$ cat src/rtl/assert_macros.svh
// Assertion macros shared by the range-sum counter RTL.
`ifndef ASSERT_MACROS_SVH
`define ASSERT_MACROS_SVH

// Property must hold at every clock edge outside reset.
`define RSSC_ASSERT(lbl, prop, msg) \
  lbl: assert property (@(posedge clk) disable iff (!rst_n) prop) else $error(msg);

// Condition must never be true outside reset.
`define RSSC_ASSERT_NEVER(lbl, cond, msg) \
  `RSSC_ASSERT(lbl, !(cond), msg)

`endif

$ cat src/rtl/rssc_pkg.sv
// Package: sizes, controller state and command/status types of the range-sum counter.
`timescale 1ns / 1ps
package rssc_pkg;

  localparam int MAX_ITEMS = 1024;
  localparam int VAL_W     = 32;
  localparam int AW        = $clog2(MAX_ITEMS);
  localparam int CNT_W     = $clog2(MAX_ITEMS + 2);
  localparam int HIT_W     = $clog2(MAX_ITEMS + 1);
  localparam int PSUM_W    = VAL_W + $clog2(MAX_ITEMS);
  localparam int CMP_W     = PSUM_W + 1;
  localparam int EH_W      = 11;
  localparam int TOT_W     = 20;

  typedef enum logic [3:0] {
    S_IDLE  = 4'b0001,
    S_SCAN  = 4'b0010,
    S_DRAIN = 4'b0100,
    S_DONE  = 4'b1000
  } state_t;

  typedef struct packed {
    logic accept;
    logic scan;
    logic load;
  } rssc_cmd_t;

  typedef struct packed {
    logic skip;
    logic scan_last;
    logic out_free;
  } rssc_sts_t;

endpackage

$ cat src/rtl/rssc_ctrl.sv
// Controller: sequences accept, store scan, drain and result load.
`timescale 1ns / 1ps
`include "assert_macros.svh"
module rssc_ctrl (
  input  logic               clk,
  input  logic               rst_n,
  input  logic               in_valid,
  output logic               in_stall,
  input  rssc_pkg::rssc_sts_t st,
  output rssc_pkg::rssc_cmd_t cmd
);
  import rssc_pkg::*;

  state_t state_r, state_nxt;

  always_comb begin
    state_nxt  = state_r;
    cmd        = '0;
    in_stall   = 1'b1;
    unique case (state_r)
      S_IDLE: begin
        in_stall = 1'b0;
        if (in_valid) begin
          cmd.accept = 1'b1;
          state_nxt  = st.skip ? S_DONE : S_SCAN;
        end
      end
      S_SCAN: begin
        cmd.scan = 1'b1;
        if (st.scan_last) begin
          state_nxt = S_DRAIN;
        end
      end
      S_DRAIN: begin
        state_nxt = S_DONE;
      end
      S_DONE: begin
        if (st.out_free) begin
          cmd.load  = 1'b1;
          state_nxt = S_IDLE;
        end
      end
      default: begin
        state_nxt = S_IDLE;
      end
    endcase
  end

  always_ff @(posedge clk) begin
    if (!rst_n) begin
      state_r <= S_IDLE;
    end else begin
      state_r <= state_nxt;
    end
  end

  `RSSC_ASSERT(a_done_to_idle, (state_r == S_DONE && st.out_free) |=> (state_r == S_IDLE), "result load did not return to idle")

endmodule

$ cat config.mk
export PLATFORM = sky130hd
export DESIGN_NAME = rssc_ctrl
export DESIGN_NICKNAME = d
export VERILOG_FILES = /design/src/rtl/rssc_pkg.sv /design/src/rtl/rssc_ctrl.sv
export VERILOG_INCLUDE_DIRS = /design/src /design/src/rtl
export SDC_FILE = /design/constraint.sdc
export NUM_CORES = 1
export LEC_CHECK = 0
export BUFFER_PORTS_ARGS = -buffer_cell sky130_fd_sc_hd__buf_2
export CAP_MARGIN = 20
export CORE_AREA = 2 2 39 41
export DETAILED_ROUTE_END_ITERATION = 6
export DIE_AREA = 0 0 41 43
export GPL_TIMING_DRIVEN = 0
export PLACE_DENSITY = 0.52
export SYNTH_ARGS = -nofsm -noshare
export SYNTH_HDL_FRONTEND = slang
export SYNTH_SLANG_ARGS = --single-unit
$ cat constraint.sdc
create_clock -name clk -period 1.75 [get_ports clk]
set_clock_uncertainty 0.1 [all_clocks]
set_input_delay 0.175 -clock clk [delete_from_list [all_inputs] [get_ports clk]]
set_output_delay 0.175 -clock clk [all_outputs]
set_load 0.03 [all_outputs]
# Yosys cells after proc, flatten, opt, wreduce, memory -nomap -nowiden
# Cells that the tools add are included.
# W data, S select, Z words.
# word_totals
register_bits,4
latchBits,0
mem_bits_rw,0
romBits,0
inputBits,6
output_inout_bits,4
elab_cells,20
n_memories,0
# op_classes
n_addsub,0
n_mul,0
div_mod_pow,0
order_cmp,0
n_eq_ne,7
shifts,0
muxes,11
bitwise_logic,0
n_reduce_logical,1
# op_table
operator,count
$mux W4,4
$pmux W4 S4,1
$mux W1,6
$ne A2 B2 Y1 const B,3
$eq A4 B1 Y1 const B,1
$eq A4 B2 Y1 const B,1
$eq A4 B3 Y1 const B,1
$eq A4 B4 Y1 const B,1
$reduce_and A3 Y1,1

# Logic depth before layout (Yosys ltp)
# depth
depth_word,3
depth_mapped,5
mapped_depth_nobuf,4

# Worst setup path after synthesis
# OpenSTA, ideal clock, no wires.
# synth_path
path_type,register to output
from,register state_r[1]
to,output port cmd[0] in the netlist's numbering
t_arrival_ns,1.370
required_ns,1.475
slack_ns,0.105
path_stages_with_launch,4
n_path_buf,1
path_cell_list,dfxtp_1 buf_6 or4b_4 nor2_1
# synth_lines
item,line_no,text
from (decl),rssc_ctrl.sv:14,"state_t state_r, state_nxt;"
from (signal assigned),rssc_ctrl.sv:53,state_r <= state_nxt;
to (decl),rssc_ctrl.sv:10,output rssc_pkg::rssc_cmd_t cmd

==> results.txt <==
Status - finished clean
Cell area after placement - 354 um2
Slowest cell on crit path - or4b_4
CP required - 1470 ps
Layout net count - 53
Psw - 0.102 mW
Internal - 0.225 mW
Drt pass-1 iters - 2
Chip Width - 41 um
Dominant cell type by area after synthesis - dfxtp_1
Worst slew pin tran - 360 ps
Top Ports - 10
CP Capture Type - output pin
# H-tree levels - 1
Slew headroom - 75.7%
P&R area growth vs syn - 35.9%
N_diodes - 0
Clock Sinks - 4
Post-synth EDFFs - 0
Leak - 0.186 nW
Max reg flops - 4
Synth Area per Inst - 8.76 um2
ANT nets after route - 0
Layout cell share with drive strength beyond 1 - 44.4%
Routed WL - 577 um
Top Registers - state_r: 4 flops
RePlAce Congestion - 0.657
Cell Area, Synth - 289 um2
Worst Path Arrival - 1390 ps
Synth Flop Type - dfxtp_1
Sw Ratio - 31.2%
Final setup violating endpoints - 0
Setup CP Type - reg2out
Power density cells - 832 mW/mm2
Fin. Hold Viols - 0
Clk_lat worst skew - 230 ps
FP Rows - 14
Logic pwr share - 32.1%
Via count - 275
Design area - 393 um2
First-pass GRT wire length - 1.02 mm
Post-Synthesis Cells - 33
Number of vias per cell - 4.51
Worst reg2reg path depth - 5
Worst-path cell chain - or4b_4 -> nor2_4 -> buf_6
Post-layout util - 28.4%
Register area share after synthesis - 27.7%
Number of global-route vias before repair - 250
Max Cap Viol - 0
List of most frequent post-synthesis cells - dfxtp_1 (4), o21ai_0 (4), inv_1 (3), nor2_1 (3)
Clock network fraction of design power - 33.7%
Die ar. - 0.00176 mm2
Critical Path Source - state_r[0]
Hold bufs inserted after CTS - 0
Port Buf Inserts - 9
Total track usage - 8.83%
CP max stage delay - 580 ps
Setup Total Neg Slack - 0 ps
Top reg by flops - state_r
Die Y - 43 um
Largest net degree at the start of global routing - 10
Synth cell types - 21
Crit path capture - cmd[0]
Type of origin of the critical path - register
CTS Buf Count - 3
Clk root buf - clkbuf_4
GRT overflow - 0
Drc violations - 0
Pins Over Slew Limit - 0
WL per Instance - 9.46 um
Largest cells by area after synthesis - dfxtp_1 (28%), nor4b_4 (8.2%), o21ai_0 (6.9%)
Min Tclk post-route - 1670 ps
YS warnings - 0
DRT iter0 DRCs - 1
Post-CTS Setup Bufs - 0
RR Startpoint - state_r[1]
RSZ-0062 raised after global routing - false
Worst Path Max Fanout - 7
Clock Path Buffers - 2
Tcrit/Tclk final - 95.3%
Mapped Nets - 39
Share of the synthesized area in the top cell type - 27.7%
Fillers - 152
Crit Reg-Reg Endpoint - state_r[3]
Initial antenna violation count - 0
R2r setup slk - 270 ps
Worst Hold Class - in2reg
Core Area - 0.00138 mm2
FF+latch count, synth - 4
F_max - 600 MHz
Sequential power share - 34.2%
DP Wirelength - 478 um
VDD IR max - 298 uV
Reg clk slew, reported paths - 40 ps
CTS tree - yes
Post-synth ARST share - 0%
Initial Util - 20.9%
-- cell type report --
| cell class | instances | area (um2) | share of cell area [%] |
|---|---|---|---|
| multi-input combinational | 25 | 194 | 49.4 |
| sequential | 4 | 82.6 | 21.0 |
| timing repair buffer | 9 | 51.3 | 13.1 |
| clock buffer | 3 | 22.5 | 5.73 |
| tap | 16 | 20.0 | 5.10 |
| buffer | 1 | 11.3 | 2.87 |
| inverter | 3 | 11.3 | 2.87 |
-- metal layers --
layer  track usage, %  share of wire, %  up-vias
met2             11.3                54        4
met4             8.00                 0        0
met1             10.9                42      126
met3             3.14               3.8        0
li1                 -                 -      145
met5                0                 0        -
-- power groups by stage --
stage          Sequential (mW)  Clock (mW)  Combinational (mW)
4_1_cts                  0.111       0.115               0.105
5_1_grt                  0.114       0.123               0.118
6_report                 0.112       0.110               0.105
3_3_place_gp             0.113           0               0.103
3_5_place_dp             0.113           0               0.103
2_1_floorplan            0.110           0              0.0789
-- critical path, delay by kind of cell (launching register included) --
family                 cells  cell delay [ps]
and+or+nand+nor            2              680
DFF                        1              350
buffers and inverters      1              130
-- worst min path at each step --
stage	cells past startpoint	end	slack (ps)	from
after CTS	3	state_r[2]	110	st[1]
after detailed placement	3	state_r[2]	360	st[1]
after floorplan	2	state_r[1]	210	rst_n
after global routing	3	state_r[2]	120	st[1]
after global placement	3	state_r[2]	350	st[1]
final	3	state_r[2]	110	st[1]
-- per-stage QoR --
| step | cells | hold WS [ps] | power, mW | setup WS (ps) |
|---|---|---|---|---|
| after floorplan | 33 | 213 | 0.189 | 105 |
| after global placement | 58 | 353 | 0.216 | 231 |
| after detailed placement | 58 | 360 | 0.216 | 215 |
| after CTS | 61 | 115 | 0.331 | 5.96 |
| after global routing | 61 | 122 | 0.354 | 5.38 |
| final | 61 | 111 | 0.327 | 82.8 |
-- cell usage in the layout, fill, tap and decap left out --
cell type  netlist  routed
nor2_4           0       1
dfxtp_1          4       2
nor2_1           3       2
nand4_1          1       1
inv_1            3       3
o21ai_0          4       4
and2_1           1       1
dfxtp_2          0       2
nor4b_4          1       1
or4b_4           1       1
xor2_1           1       1
a211o_2          1       1
a21o_1           1       1
nand2_1          1       1
nand3b_1         2       2
a21oi_1          1       1
buf_6            1       2
o22ai_1          1       1
o211ai_1         1       1
nand2b_4         1       1
buf_2            0       8
and3_1           1       1
clkbuf_4         0       3
nand2b_1         1       1
nor3b_1          2       2
-- what timing repair did --
action | 4_1_cts | 5_1_grt
setup endpoints to repair | 1 | 1
gates resized for setup | 2 | 4
pin swaps | 0 | 1
-- cells by family (layout without fill, tap and decap cells) --
group | Yosys count | in the layout | synth area share, %
AOI/OAI and AO/OA | 9 | 9 | 19.5
buffers and inverters | 4 | 16 | 7.79
DFF | 4 | 4 | 27.7
and+or+nand+nor | 15 | 15 | 42.0
xor gates and xnor gates | 1 | 1 | 3.03
Power figures use the tool's default switching activity.
